<file path="config.mk">
export PLATFORM = sky130hd
export DESIGN_NAME = load_based_dvfs_governor
export DESIGN_NICKNAME = d
export VERILOG_FILES = /design/src/hw/rtl/lbdg_pkg.sv /design/src/hw/rtl/load_based_dvfs_governor.sv /design/src/hw/rtl/lbdg_div.sv /design/src/hw/rtl/lbdg_seq.sv /design/src/hw/rtl/lbdg_datapath.sv
export SDC_FILE = /design/constraint.sdc
export NUM_CORES = 2
export LEC_CHECK = 0
export ABC_AREA = 0
export BUFFER_PORTS_ARGS = -buffer_cell sky130_fd_sc_hd__buf_4
export CAP_MARGIN = 15
export CORE_MARGIN = 2
export CORE_UTILIZATION = 60
export DETAILED_ROUTE_END_ITERATION = 8
export PLACE_DENSITY_LB_ADDON = 0.05
export SLEW_MARGIN = 40
export SYNTH_ARGS = -nofsm -noshare
export SYNTH_HDL_FRONTEND = slang
export SYNTH_SLANG_ARGS = --single-unit
</file>
<file path="constraint.sdc">
create_clock -name aclk -period 13.3 [get_ports aclk]
set_input_delay 0 -clock aclk [delete_from_list [all_inputs] [get_ports aclk]]
set_output_delay 0 -clock aclk [all_outputs]
set_load 0.02 [all_outputs]
</file>
<file path="src/hw/rtl/lbdg_pkg.sv">
// Shared types and constants for the load-based DVFS governor.
`timescale 1ns / 1ps
package lbdg_pkg;

    localparam int FREQ_W    = 22;
    localparam int TASK_W    = 8;
    localparam int FUNC_W    = 2;
    localparam int CFG_W     = 32;
    localparam int LOAD_W    = 7;
    localparam int PROD_W    = FREQ_W + LOAD_W;
    localparam int PC_W      = 5;

    localparam logic [FUNC_W-1:0] FUNC_IDLE_EXIT = 2'd0;
    localparam logic [FUNC_W-1:0] FUNC_SAMPLE    = 2'd1;
    localparam logic [FUNC_W-1:0] FUNC_LIMITS    = 2'd2;

    localparam logic [1:0] REG_MIN_SAMPLE = 2'd0;
    localparam logic [1:0] REG_FREQ_MIN   = 2'd1;
    localparam logic [1:0] REG_FREQ_MAX   = 2'd2;

    localparam logic [CFG_W-1:0]  MIN_SAMPLE_RST = 32'd50000;
    localparam logic [FREQ_W-1:0] FREQ_MIN_RST   = 22'd300000;
    localparam logic [FREQ_W-1:0] FREQ_MAX_RST   = 22'd1000000;

    localparam logic [LOAD_W-1:0] LOAD_FULL     = 7'd100;
    localparam logic [TASK_W-1:0] UP_MIN_TASKS  = 8'd2;
    // x / 100 == (x * ceil(2^35 / 100)) >> 35 for x < 2^30
    localparam logic [PROD_W-1:0] RECIP_100     = 29'd343597384;
    localparam int                RECIP_SHIFT   = 35;
    localparam int                RECIP_PROD_W  = 2 * PROD_W;

    typedef enum logic [3:0] {
        OP_NOP           = 4'd0,
        OP_CLEAR         = 4'd1,
        OP_DISARM        = 4'd2,
        OP_REQ_MAX_STAMP = 4'd3,
        OP_SNAP          = 4'd4,
        OP_DELTAS        = 4'd5,
        OP_LOAD_FULL     = 4'd6,
        OP_LOAD_ZERO     = 4'd7,
        OP_DIV_START     = 4'd8,
        OP_LOAD_Q        = 4'd9,
        OP_MUL_CUR       = 4'd10,
        OP_REQ_DOWN      = 4'd11,
        OP_REQ_MAX       = 4'd12,
        OP_REQ_MIN       = 4'd13,
        OP_EMIT          = 4'd14
    } op_t;

    typedef enum logic [4:0] {
        C_ALWAYS     = 5'd0,
        C_FIRE       = 5'd1,
        C_FUNC_IDLE  = 5'd2,
        C_FUNC_LIMIT = 5'd3,
        C_FUNC_TIMER = 5'd4,
        C_STALE      = 5'd5,
        C_DIDLE_NZ   = 5'd6,
        C_UP_BLOCK   = 5'd7,
        C_TASKS_ZERO = 5'd8,
        C_CUR_MIN    = 5'd9,
        C_DT_LT_MIN  = 5'd10,
        C_DT_ZERO    = 5'd11,
        C_DI_GE_DT   = 5'd12,
        C_DIV_BUSY   = 5'd13,
        C_ARMED      = 5'd14,
        C_ABOVE_MAX  = 5'd15,
        C_BELOW_MIN  = 5'd16,
        C_OUT_FULL   = 5'd17
    } cond_t;

    typedef struct packed {
        op_t             op;
        cond_t           cond;
        logic            inv;
        logic [PC_W-1:0] target;
    } ctrl_t;

    typedef struct packed {
        logic fire;
        logic func_idle;
        logic func_limit;
        logic func_timer;
        logic stale;
        logic didle_nz;
        logic up_block;
        logic tasks_zero;
        logic cur_min;
        logic dt_lt_min;
        logic dt_zero;
        logic di_ge_dt;
        logic div_busy;
        logic armed;
        logic above_max;
        logic below_min;
        logic out_full;
    } status_t;

    typedef struct packed {
        logic [CFG_W-1:0]  min_sample;
        logic [FREQ_W-1:0] freq_min;
        logic [FREQ_W-1:0] freq_max;
    } cfg_t;

endpackage

</file>
<file path="src/hw/rtl/load_based_dvfs_governor.sv">
// Top level of the load-based DVFS governor with its APB register port.
`timescale 1ns / 1ps
// One event word in, one result word out. A microcode sequencer steps a small
// datapath; the input is taken only when the sequencer is back at its wait
// step, while a previous result may still sit in the output register. Events
// that skip the load divider (idle exit, limit change, stale sample, ramp-up,
// ramp-down without a division) finish sooner than a ramp-down that divides,
// which waits on the serial load divider that produces one quotient bit per
// cycle. A stalled result adds its stall time once the next result is ready
// to leave.
// Registers: 0x0 min_sample_time_us, 0x4 freq_min_khz, 0x8 freq_max_khz.
module load_based_dvfs_governor
    import lbdg_pkg::*;
#(
    parameter int TIME_BITS = 32
) (
    input  logic                              aclk,
    input  logic                              aresetn,
    input  logic                              s_axis_tvalid,
    output logic                              s_axis_tready,
    // idle_total_us, wall_now_us, runnable_tasks, current_freq_khz
    input  logic [((2*TIME_BITS+30+7)/8)*8-1:0] s_axis_tdata,
    // func
    input  logic [FUNC_W-1:0]                 s_axis_tuser,
    output logic                              m_axis_tvalid,
    input  logic                              m_axis_tready,
    // requested_freq_khz, relation, arm_timer
    output logic [23:0]                       m_axis_tdata,
    // request_valid
    output logic                              m_axis_tuser,
    input  logic                              psel,
    input  logic                              penable,
    input  logic                              pwrite,
    input  logic [3:0]                        paddr,
    input  logic [31:0]                       pwdata,
    output logic [31:0]                       prdata,
    output logic                              pready
);

    localparam int T = TIME_BITS;

    cfg_t              cfg_reg;
    status_t           status;
    op_t               op;
    logic              at_wait;
    logic              in_fire;
    logic              cfg_wr;
    logic [1:0]        reg_idx;
    logic              req_valid;
    logic [FREQ_W-1:0] req_freq;
    logic              relation;
    logic              arm;

    assign s_axis_tready = at_wait;
    assign in_fire       = s_axis_tvalid && at_wait;
    assign pready        = 1'b1;
    assign reg_idx       = paddr[3:2];
    assign cfg_wr        = psel && penable && pwrite && pready;

    always_ff @(posedge aclk) begin
        if (!aresetn) begin
            cfg_reg.min_sample <= MIN_SAMPLE_RST;
            cfg_reg.freq_min   <= FREQ_MIN_RST;
            cfg_reg.freq_max   <= FREQ_MAX_RST;
        end else if (cfg_wr) begin
            unique case (reg_idx)
                REG_MIN_SAMPLE: cfg_reg.min_sample <= pwdata;
                REG_FREQ_MIN:   cfg_reg.freq_min   <= pwdata[FREQ_W-1:0];
                REG_FREQ_MAX:   cfg_reg.freq_max   <= pwdata[FREQ_W-1:0];
                default: ;
            endcase
        end
    end

    always_comb begin
        unique case (reg_idx)
            REG_MIN_SAMPLE: prdata = cfg_reg.min_sample;
            REG_FREQ_MIN:   prdata = 32'(cfg_reg.freq_min);
            REG_FREQ_MAX:   prdata = 32'(cfg_reg.freq_max);
            default:        prdata = '0;
        endcase
    end

    lbdg_seq u_seq (
        .aclk    (aclk),
        .aresetn (aresetn),
        .status  (status),
        .op      (op),
        .at_wait (at_wait)
    );

    lbdg_datapath #(
        .TIME_BITS (TIME_BITS)
    ) u_dp (
        .aclk        (aclk),
        .aresetn     (aresetn),
        .in_fire     (in_fire),
        .in_func     (s_axis_tuser),
        .in_idle     (s_axis_tdata[T-1:0]),
        .in_wall     (s_axis_tdata[2*T-1:T]),
        .in_tasks    (s_axis_tdata[2*T+TASK_W-1:2*T]),
        .in_cur      (s_axis_tdata[2*T+TASK_W+FREQ_W-1:2*T+TASK_W]),
        .cfg         (cfg_reg),
        .op          (op),
        .status      (status),
        .m_ready     (m_axis_tready),
        .m_valid     (m_axis_tvalid),
        .m_req_valid (req_valid),
        .m_freq      (req_freq),
        .m_relation  (relation),
        .m_arm       (arm)
    );

    assign m_axis_tdata = {arm, relation, req_freq};
    assign m_axis_tuser = req_valid;

endmodule

</file>
<file path="src/hw/rtl/lbdg_div.sv">
// Restoring serial divider, one quotient bit per cycle.
`timescale 1ns / 1ps
module lbdg_div
    import lbdg_pkg::*;
#(
    parameter int TIME_BITS = 32
) (
    input  logic                   aclk,
    input  logic                   aresetn,
    input  logic                   start,
    input  logic [TIME_BITS+6:0]   num,
    input  logic [TIME_BITS-1:0]   den,
    output logic                   busy,
    output logic [LOAD_W-1:0]      quot
);

    localparam int NW    = TIME_BITS + 7;
    localparam int CNT_W = $clog2(NW + 1);

    logic [CNT_W-1:0]     cnt_reg;
    logic [TIME_BITS-1:0] rem_reg;
    logic [NW-1:0]        qn_reg;
    logic [TIME_BITS-1:0] den_reg;
    logic [TIME_BITS:0]   trial;
    logic                 fits;
    logic [TIME_BITS:0]   diff;

    assign trial = {rem_reg, qn_reg[NW-1]};
    assign fits  = trial >= {1'b0, den_reg};
    assign diff  = trial - {1'b0, den_reg};
    assign busy  = cnt_reg != '0;
    assign quot  = qn_reg[LOAD_W-1:0];

    always_ff @(posedge aclk) begin
        if (!aresetn) begin
            cnt_reg <= '0;
        end else if (start) begin
            cnt_reg <= CNT_W'(NW);
        end else if (busy) begin
            cnt_reg <= cnt_reg - 1'b1;
        end
    end

    always_ff @(posedge aclk) begin
        if (start) begin
            rem_reg <= '0;
            qn_reg  <= num;
            den_reg <= den;
        end else if (busy) begin
            rem_reg <= fits ? diff[TIME_BITS-1:0] : trial[TIME_BITS-1:0];
            qn_reg  <= {qn_reg[NW-2:0], fits};
        end
    end

endmodule

</file>
<file path="src/hw/rtl/lbdg_seq.sv">
// Microcode ROM and step counter with conditional jumps.
`timescale 1ns / 1ps
module lbdg_seq
    import lbdg_pkg::*;
(
    input  logic    aclk,
    input  logic    aresetn,
    input  status_t status,
    output op_t     op,
    output logic    at_wait
);

    localparam logic [PC_W-1:0] L_WAIT  = 5'd0;
    localparam logic [PC_W-1:0] L_DOWN  = 5'd8;
    localparam logic [PC_W-1:0] L_DELTA = 5'd10;
    localparam logic [PC_W-1:0] L_DIVW  = 5'd15;
    localparam logic [PC_W-1:0] L_SCALE = 5'd17;
    localparam logic [PC_W-1:0] L_IDLE  = 5'd19;
    localparam logic [PC_W-1:0] L_LIMIT = 5'd21;
    localparam logic [PC_W-1:0] L_BELOW = 5'd23;
    localparam logic [PC_W-1:0] L_EMIT  = 5'd25;

    function automatic ctrl_t ucode(input logic [PC_W-1:0] pc);
        ctrl_t cw;
        cw = '{op: OP_NOP, cond: C_ALWAYS, inv: 1'b1, target: L_WAIT};
        unique case (pc)
            5'd0:  cw = '{op: OP_NOP,           cond: C_FIRE,       inv: 1'b1, target: L_WAIT};
            5'd1:  cw = '{op: OP_CLEAR,         cond: C_FUNC_IDLE,  inv: 1'b0, target: L_IDLE};
            5'd2:  cw = '{op: OP_NOP,           cond: C_FUNC_LIMIT, inv: 1'b0, target: L_LIMIT};
            5'd3:  cw = '{op: OP_NOP,           cond: C_FUNC_TIMER, inv: 1'b1, target: L_EMIT};
            5'd4:  cw = '{op: OP_DISARM,        cond: C_STALE,      inv: 1'b0, target: L_EMIT};
            5'd5:  cw = '{op: OP_NOP,           cond: C_DIDLE_NZ,   inv: 1'b0, target: L_DOWN};
            5'd6:  cw = '{op: OP_NOP,           cond: C_UP_BLOCK,   inv: 1'b0, target: L_EMIT};
            5'd7:  cw = '{op: OP_REQ_MAX_STAMP, cond: C_ALWAYS,     inv: 1'b0, target: L_EMIT};
            5'd8:  cw = '{op: OP_NOP,           cond: C_TASKS_ZERO, inv: 1'b0, target: L_DELTA};
            5'd9:  cw = '{op: OP_SNAP,          cond: C_ALWAYS,     inv: 1'b1, target: L_WAIT};
            5'd10: cw = '{op: OP_DELTAS,        cond: C_CUR_MIN,    inv: 1'b0, target: L_EMIT};
            5'd11: cw = '{op: OP_NOP,           cond: C_DT_LT_MIN,  inv: 1'b0, target: L_EMIT};
            5'd12: cw = '{op: OP_LOAD_FULL,     cond: C_DT_ZERO,    inv: 1'b0, target: L_SCALE};
            5'd13: cw = '{op: OP_LOAD_ZERO,     cond: C_DI_GE_DT,   inv: 1'b0, target: L_SCALE};
            5'd14: cw = '{op: OP_DIV_START,     cond: C_ALWAYS,     inv: 1'b1, target: L_WAIT};
            5'd15: cw = '{op: OP_NOP,           cond: C_DIV_BUSY,   inv: 1'b0, target: L_DIVW};
            5'd16: cw = '{op: OP_LOAD_Q,        cond: C_ALWAYS,     inv: 1'b1, target: L_WAIT};
            5'd17: cw = '{op: OP_MUL_CUR,       cond: C_ALWAYS,     inv: 1'b1, target: L_WAIT};
            5'd18: cw = '{op: OP_REQ_DOWN,      cond: C_ALWAYS,     inv: 1'b0, target: L_EMIT};
            5'd19: cw = '{op: OP_NOP,           cond: C_ARMED,      inv: 1'b0, target: L_EMIT};
            5'd20: cw = '{op: OP_SNAP,          cond: C_ALWAYS,     inv: 1'b0, target: L_EMIT};
            5'd21: cw = '{op: OP_NOP,           cond: C_ABOVE_MAX,  inv: 1'b1, target: L_BELOW};
            5'd22: cw = '{op: OP_REQ_MAX,       cond: C_ALWAYS,     inv: 1'b0, target: L_EMIT};
            5'd23: cw = '{op: OP_NOP,           cond: C_BELOW_MIN,  inv: 1'b1, target: L_EMIT};
            5'd24: cw = '{op: OP_REQ_MIN,       cond: C_ALWAYS,     inv: 1'b1, target: L_WAIT};
            5'd25: cw = '{op: OP_EMIT,          cond: C_OUT_FULL,   inv: 1'b0, target: L_EMIT};
            5'd26: cw = '{op: OP_NOP,           cond: C_ALWAYS,     inv: 1'b0, target: L_WAIT};
            default: cw = '{op: OP_NOP,         cond: C_ALWAYS,     inv: 1'b0, target: L_WAIT};
        endcase
        return cw;
    endfunction

    logic [PC_W-1:0] pc_reg;
    logic [PC_W-1:0] pc_next;
    ctrl_t           cw;
    logic            flag;

    assign cw      = ucode(pc_reg);
    assign op      = cw.op;
    assign at_wait = pc_reg == L_WAIT;

    always_comb begin
        case (cw.cond)
            C_ALWAYS:     flag = 1'b1;
            C_FIRE:       flag = status.fire;
            C_FUNC_IDLE:  flag = status.func_idle;
            C_FUNC_LIMIT: flag = status.func_limit;
            C_FUNC_TIMER: flag = status.func_timer;
            C_STALE:      flag = status.stale;
            C_DIDLE_NZ:   flag = status.didle_nz;
            C_UP_BLOCK:   flag = status.up_block;
            C_TASKS_ZERO: flag = status.tasks_zero;
            C_CUR_MIN:    flag = status.cur_min;
            C_DT_LT_MIN:  flag = status.dt_lt_min;
            C_DT_ZERO:    flag = status.dt_zero;
            C_DI_GE_DT:   flag = status.di_ge_dt;
            C_DIV_BUSY:   flag = status.div_busy;
            C_ARMED:      flag = status.armed;
            C_ABOVE_MAX:  flag = status.above_max;
            C_BELOW_MIN:  flag = status.below_min;
            C_OUT_FULL:   flag = status.out_full;
            default:      flag = 1'b0;
        endcase
        pc_next = (flag ^ cw.inv) ? cw.target : pc_reg + 1'b1;
    end

    always_ff @(posedge aclk) begin
        if (!aresetn) begin
            pc_reg <= L_WAIT;
        end else begin
            pc_reg <= pc_next;
        end
    end

endmodule

</file>
<file path="src/hw/rtl/lbdg_datapath.sv">
// Governor datapath: event registers, time stamps, load math and result register.
`timescale 1ns / 1ps
module lbdg_datapath
    import lbdg_pkg::*;
#(
    parameter int TIME_BITS = 32
) (
    input  logic                 aclk,
    input  logic                 aresetn,
    input  logic                 in_fire,
    input  logic [FUNC_W-1:0]    in_func,
    input  logic [TIME_BITS-1:0] in_idle,
    input  logic [TIME_BITS-1:0] in_wall,
    input  logic [TASK_W-1:0]    in_tasks,
    input  logic [FREQ_W-1:0]    in_cur,
    input  cfg_t                 cfg,
    input  op_t                  op,
    output status_t              status,
    input  logic                 m_ready,
    output logic                 m_valid,
    output logic                 m_req_valid,
    output logic [FREQ_W-1:0]    m_freq,
    output logic                 m_relation,
    output logic                 m_arm
);

    localparam int NW = TIME_BITS + 7;
    localparam int CW = (TIME_BITS > CFG_W) ? TIME_BITS : CFG_W;

    logic [FUNC_W-1:0]    func_reg;
    logic [TIME_BITS-1:0] idle_reg;
    logic [TIME_BITS-1:0] wall_reg;
    logic [TASK_W-1:0]    tasks_reg;
    logic [FREQ_W-1:0]    cur_reg;

    logic [TIME_BITS-1:0] snap_reg;
    logic [TIME_BITS-1:0] exit_stamp_reg;
    logic [TIME_BITS-1:0] chg_wall_reg;
    logic [TIME_BITS-1:0] chg_idle_reg;
    logic                 armed_reg;

    logic [TIME_BITS-1:0] dt_reg;
    logic [TIME_BITS-1:0] di_reg;
    logic [LOAD_W-1:0]    load_reg;
    logic [PROD_W-1:0]    prod_reg;

    logic                 res_valid_reg;
    logic [FREQ_W-1:0]    res_freq_reg;
    logic                 res_rel_reg;
    logic                 res_arm_reg;

    logic                 m_valid_reg;
    logic                 m_req_reg;
    logic [FREQ_W-1:0]    m_freq_reg;
    logic                 m_rel_reg;
    logic                 m_arm_reg;

    logic [TIME_BITS-1:0]    busy_diff;
    logic [NW-1:0]           div_num;
    logic                    div_busy;
    logic [LOAD_W-1:0]       div_quot;
    logic [RECIP_PROD_W-1:0] recip_prod;
    logic                    out_full;
    logic                    emit;

    assign busy_diff  = dt_reg - di_reg;
    assign div_num    = {1'b0, busy_diff, 6'b0} + {2'b0, busy_diff, 5'b0}
                      + {5'b0, busy_diff, 2'b0};
    assign recip_prod = RECIP_PROD_W'(prod_reg) * RECIP_PROD_W'(RECIP_100);
    assign out_full   = m_valid_reg && !m_ready;
    assign emit       = (op == OP_EMIT) && !out_full;

    lbdg_div #(
        .TIME_BITS (TIME_BITS)
    ) u_div (
        .aclk    (aclk),
        .aresetn (aresetn),
        .start   (op == OP_DIV_START),
        .num     (div_num),
        .den     (dt_reg),
        .busy    (div_busy),
        .quot    (div_quot)
    );

    always_comb begin
        status.fire       = in_fire;
        status.func_idle  = func_reg == FUNC_IDLE_EXIT;
        status.func_limit = func_reg == FUNC_LIMITS;
        status.func_timer = func_reg == FUNC_SAMPLE;
        status.stale      = wall_reg == exit_stamp_reg;
        status.didle_nz   = idle_reg != snap_reg;
        status.up_block   = (cur_reg == cfg.freq_max) || (tasks_reg < UP_MIN_TASKS);
        status.tasks_zero = tasks_reg == '0;
        status.cur_min    = cur_reg == cfg.freq_min;
        status.dt_lt_min  = CW'(dt_reg) < CW'(cfg.min_sample);
        status.dt_zero    = dt_reg == '0;
        status.di_ge_dt   = di_reg >= dt_reg;
        status.div_busy   = div_busy;
        status.armed      = armed_reg;
        status.above_max  = cfg.freq_max < cur_reg;
        status.below_min  = cfg.freq_min > cur_reg;
        status.out_full   = out_full;
    end

    always_ff @(posedge aclk) begin
        if (in_fire) begin
            func_reg  <= in_func;
            idle_reg  <= in_idle;
            wall_reg  <= in_wall;
            tasks_reg <= in_tasks;
            cur_reg   <= in_cur;
        end
    end

    always_ff @(posedge aclk) begin
        if (!aresetn) begin
            snap_reg       <= '0;
            exit_stamp_reg <= '0;
            chg_wall_reg   <= '0;
            chg_idle_reg   <= '0;
            armed_reg      <= 1'b0;
        end else begin
            case (op)
                OP_DISARM: armed_reg <= 1'b0;
                OP_SNAP: begin
                    snap_reg       <= idle_reg;
                    exit_stamp_reg <= wall_reg;
                    armed_reg      <= 1'b1;
                end
                OP_REQ_MAX_STAMP, OP_REQ_DOWN: begin
                    chg_wall_reg <= wall_reg;
                    chg_idle_reg <= idle_reg;
                end
                default: ;
            endcase
        end
    end

    always_ff @(posedge aclk) begin
        case (op)
            OP_CLEAR: begin
                res_valid_reg <= 1'b0;
                res_freq_reg  <= '0;
                res_rel_reg   <= 1'b0;
                res_arm_reg   <= 1'b0;
            end
            OP_SNAP:      res_arm_reg <= 1'b1;
            OP_DELTAS: begin
                dt_reg <= wall_reg - chg_wall_reg;
                di_reg <= idle_reg - chg_idle_reg;
            end
            OP_LOAD_FULL: load_reg <= LOAD_FULL;
            OP_LOAD_ZERO: load_reg <= '0;
            OP_LOAD_Q:    load_reg <= div_quot;
            OP_MUL_CUR:   prod_reg <= PROD_W'(cur_reg) * PROD_W'(load_reg);
            OP_REQ_DOWN: begin
                res_valid_reg <= 1'b1;
                res_freq_reg  <= recip_prod[RECIP_SHIFT +: FREQ_W];
                res_rel_reg   <= 1'b0;
            end
            OP_REQ_MAX_STAMP, OP_REQ_MAX: begin
                res_valid_reg <= 1'b1;
                res_freq_reg  <= cfg.freq_max;
                res_rel_reg   <= 1'b1;
            end
            OP_REQ_MIN: begin
                res_valid_reg <= 1'b1;
                res_freq_reg  <= cfg.freq_min;
                res_rel_reg   <= 1'b0;
            end
            default: ;
        endcase
    end

    always_ff @(posedge aclk) begin
        if (!aresetn) begin
            m_valid_reg <= 1'b0;
        end else if (emit) begin
            m_valid_reg <= 1'b1;
        end else if (m_ready) begin
            m_valid_reg <= 1'b0;
        end
    end

    always_ff @(posedge aclk) begin
        if (emit) begin
            m_req_reg  <= res_valid_reg;
            m_freq_reg <= res_freq_reg;
            m_rel_reg  <= res_rel_reg;
            m_arm_reg  <= res_arm_reg;
        end
    end

    assign m_valid     = m_valid_reg;
    assign m_req_valid = m_req_reg;
    assign m_freq      = m_freq_reg;
    assign m_relation  = m_rel_reg;
    assign m_arm       = m_arm_reg;

endmodule

</file>
==> out/qor.txt <==
Worst min-delay path category -> in -> reg
Layout Nets -> 6572
Clock Sink Count -> 581
Filler cells -> 6398
Mux share of post-synthesis cell area -> 0.01010
Count of input and output buffers -> 195
Number of design-rule violations left by the first detailed-router iteration -> 2534
Worst Skew -> 0.06112 ns
Global-route usage over all layers -> 0.3117
Share of flip-flops with an asynchronous set or reset -> 0
Result of the run -> finished clean
Number of enable-type register cells in the synthesized netlist -> 317
Per-cell routed wire length -> 19.69 um
Leading area contributor after synthesis -> sky130_fd_sc_hd__edfxtp_1
Std cell rows -> 104
Flip-flop count of the largest register after layout -> 76
CTS Root Cell -> sky130_fd_sc_hd__clkbuf_16
Synth Net Count -> 6278
Total core area -> 0.08029 sq mm
Setup total negative slack -> 0 ns
YS warnings -> 0
Adder-cell area share of the yosys netlist -> 0.3225
Weighted congestion reported at the end of routability-driven placement -> 0.9683
Kind of critical path -> reg -> reg
Area added between synthesis and finish -> 12.98%
First element of the critical path -> u_dp.prod_reg[8]
Antenna violations before repair -> 7
Starting density of the core -> 0.6049
CP max stage cell -> sky130_fd_sc_hd__edfxtp_1
Worst Hold Slack -> 0.08711 ns
Data required time at the worst endpoint -> 13.65 ns
Sequential share of the synthesized area -> 0.3048
Crit path time final -> 7.987 ns
Hold wc startpoint -> s_axis_tdata[7]
Max cap viols -> 0
Cell types with the largest area share after synthesis -> sky130_fd_sc_hd__edfxtp_1 20%, sky130_fd_sc_hd__fa_1 16%, sky130_fd_sc_hd__ha_1 16%, sky130_fd_sc_hd__dfxtp_1 11%, sky130_fd_sc_hd__inv_1 6.3%
Clock latency reported for the late side of the worst-skew pair -> 0.64 ns
Total overflow reported by the global router -> 0
Detailed-route DRC error count -> 0
Area share of the largest cell type after synthesis -> 0.1960
Transition at the pin with the smallest max-transition slack -> 1.049 ns
Reg clk slew, reported paths -> 0.06 ns
Die Ht -> 288.5 um
Primary flip-flop cell chosen by synthesis mapping -> sky130_fd_sc_hd__edfxtp_1
Endpoint class of the critical path -> flip-flop
Post-route antenna net violation count -> 0
Reg-to-Reg Start -> u_dp.prod_reg[8]
Fraction of the mapped netlist area in compound gates -> 0.1156
Number of unique standard cell types used by synthesis -> 86
Average cell area after synthesis -> 9.477 sq um
Cell area after layout -> 0.05487 sq mm
Die boundary width -> 288.5 um
Total of flip-flops plus latches after synthesis -> 581
Cell area reported after detailed placement -> 0.05111 sq mm
Basic-gate share of the synthesized area counting and, or, nand and nor cells -> 0.1264
Worst Path Max Fanout -> 9
Final hold vios -> 0
Buffers inserted during post-CTS setup optimization -> 0
H-tree level count -> 3
Count of cells resized by post-cts repair -> 0
Unrepaired setup endpoints after global routing -> no
Tightest slew margin relative to the limit -> 0.2933
Worst Path Arrival -> 8.34 ns
Slew Limit Fails -> 0
Largest incremental delay on the critical path -> 0.65 ns
Via count of the first global-routing pass -> 35590
Highest clock frequency the design can meet -> 125.2 MHz
Via/cell ratio -> 5.617
Most frequent cell after synthesis -> sky130_fd_sc_hd__inv_1
Synth cell count leaders -> 811 x sky130_fd_sc_hd__inv_1, 708 x sky130_fd_sc_hd__nand2_1, 612 x sky130_fd_sc_hd__ha_1, 400 x sky130_fd_sc_hd__fa_1, 372 x sky130_fd_sc_hd__a21oi_1
Total number of vias -> 36730
Max Root-Sink Buffers -> 3
Number of detailed-route iterations in the first pass -> 8
Overall die area -> 0.08324 sq mm
IO Pins -> 201
Wire length reported by the detailed router -> 128.8 mm
Final period utilization -> 0.6005
Synthesized-area fraction occupied by xor and xnor cells -> 0.04544
Global-route wire length before repair -> 199.5 mm
Count of final setup violators -> 0
Maximum number of pins on one net before global-route repair -> 81
Final HPWL DP -> 100.5 mm
Clock tree from TritonCTS -> built
Type of element launching the critical path -> flip-flop
Fraction of layout instances using a drive strength above 1 -> 0.06963
Number of hold buffers added after cts -> 141
Post-Synthesis Cell Area -> 0.04857 sq mm
Num CTS Buffers -> 68
Syn Inst Count -> 5125
Largest family of logic cells by synthesized area -> adder cells
==> cell families after synthesis <==
logic type / count (synthesis)
AND/OR/NAND/NOR: 1345
adder cells (fa/ha/maj): 1012
buffers and inverters: 962
AO/OA/AOI/OAI: 924
flip-flops: 581
XOR/XNOR: 252
multiplexers: 48
other: 1
==> worst max-delay path, delay by kind of cell, from the launching register on <==
kind            cells  cell delay, ns
flops               1            0.65
compound gates      8            1.85
xor+xnor            1            0.11
fa+ha+maj           8            3.78
buf+inv             6            0.38
simple gates        4            0.97
==> layer usage <==
metal | part of all wire | up-vias | global-route usage
met5 | 0.00021 | - | 0
met2 | 0.44 | 1163 | 0.4820
met4 | 0.024 | 4 | 0.08005
li1 | - | 17740 | -
met1 | 0.46 | 17640 | 0.4567
met3 | 0.080 | 183 | 0.05229
==> final timing paths <==
| check | to | slack [ns] | cells past startpoint |
|---|---|---|---|
| max | u_dp.res_freq_reg[15] | 5.31 | 27 |
| min reg2reg | u_dp.m_freq[21] | 0.42 | 0 |
| min | u_dp.idle_reg[7] | 0.09 | 2 |
| max reg2reg | u_dp.res_freq_reg[15] | 5.31 | 27 |
==> final cells by class <==
class	instances	area, sq um	area share
clock buffers	91	1881	0.03427
clock inverters	32	437.9	0.007980
multi-input cells	3582	30190	0.5502
diodes	7	17.52	0.0003192
repair buffers	372	3149	0.05739
flip-flops and latches	581	14800	0.2698
inverters	814	3068	0.05591
well taps	1060	1326	0.02417
==> cell usage in the layout, fill, tap and decap left out, drive strengths merged, types with 26 or more instances in the layout <==
cell and count:
nand2 709, xnor2 147, a21o 105, a21oi 373
ha 612, a211oi 36, fa 400, nor2 168
o21a 39, buf 231, clkbuf 91, and2 72
nor2b 42, o211ai 27, xor2 105, nor4 26
o21ai 193, edfxtp 317, dlygate4sd3 141, nand2b 46
inv 820, mux2i 43, nand3 61, nand4 48
dfxtp 264, nor3 83
==> through the flow <==
step,setup slack [ns],std cells,utilization
6_report,5.313,6539,0.6835
5_1_grt,5.044,6532,0.6833
4_1_cts,5.383,6532,0.6831
3_5_place_dp,5.363,6268,0.6366
3_3_place_gp,5.441,6268,0.6365
2_1_floorplan,6.386,5125,-
Power is left out: the tool's default activity adds up to more than one toggle a clock period on the data nets, which glitch-free logic cannot reach.
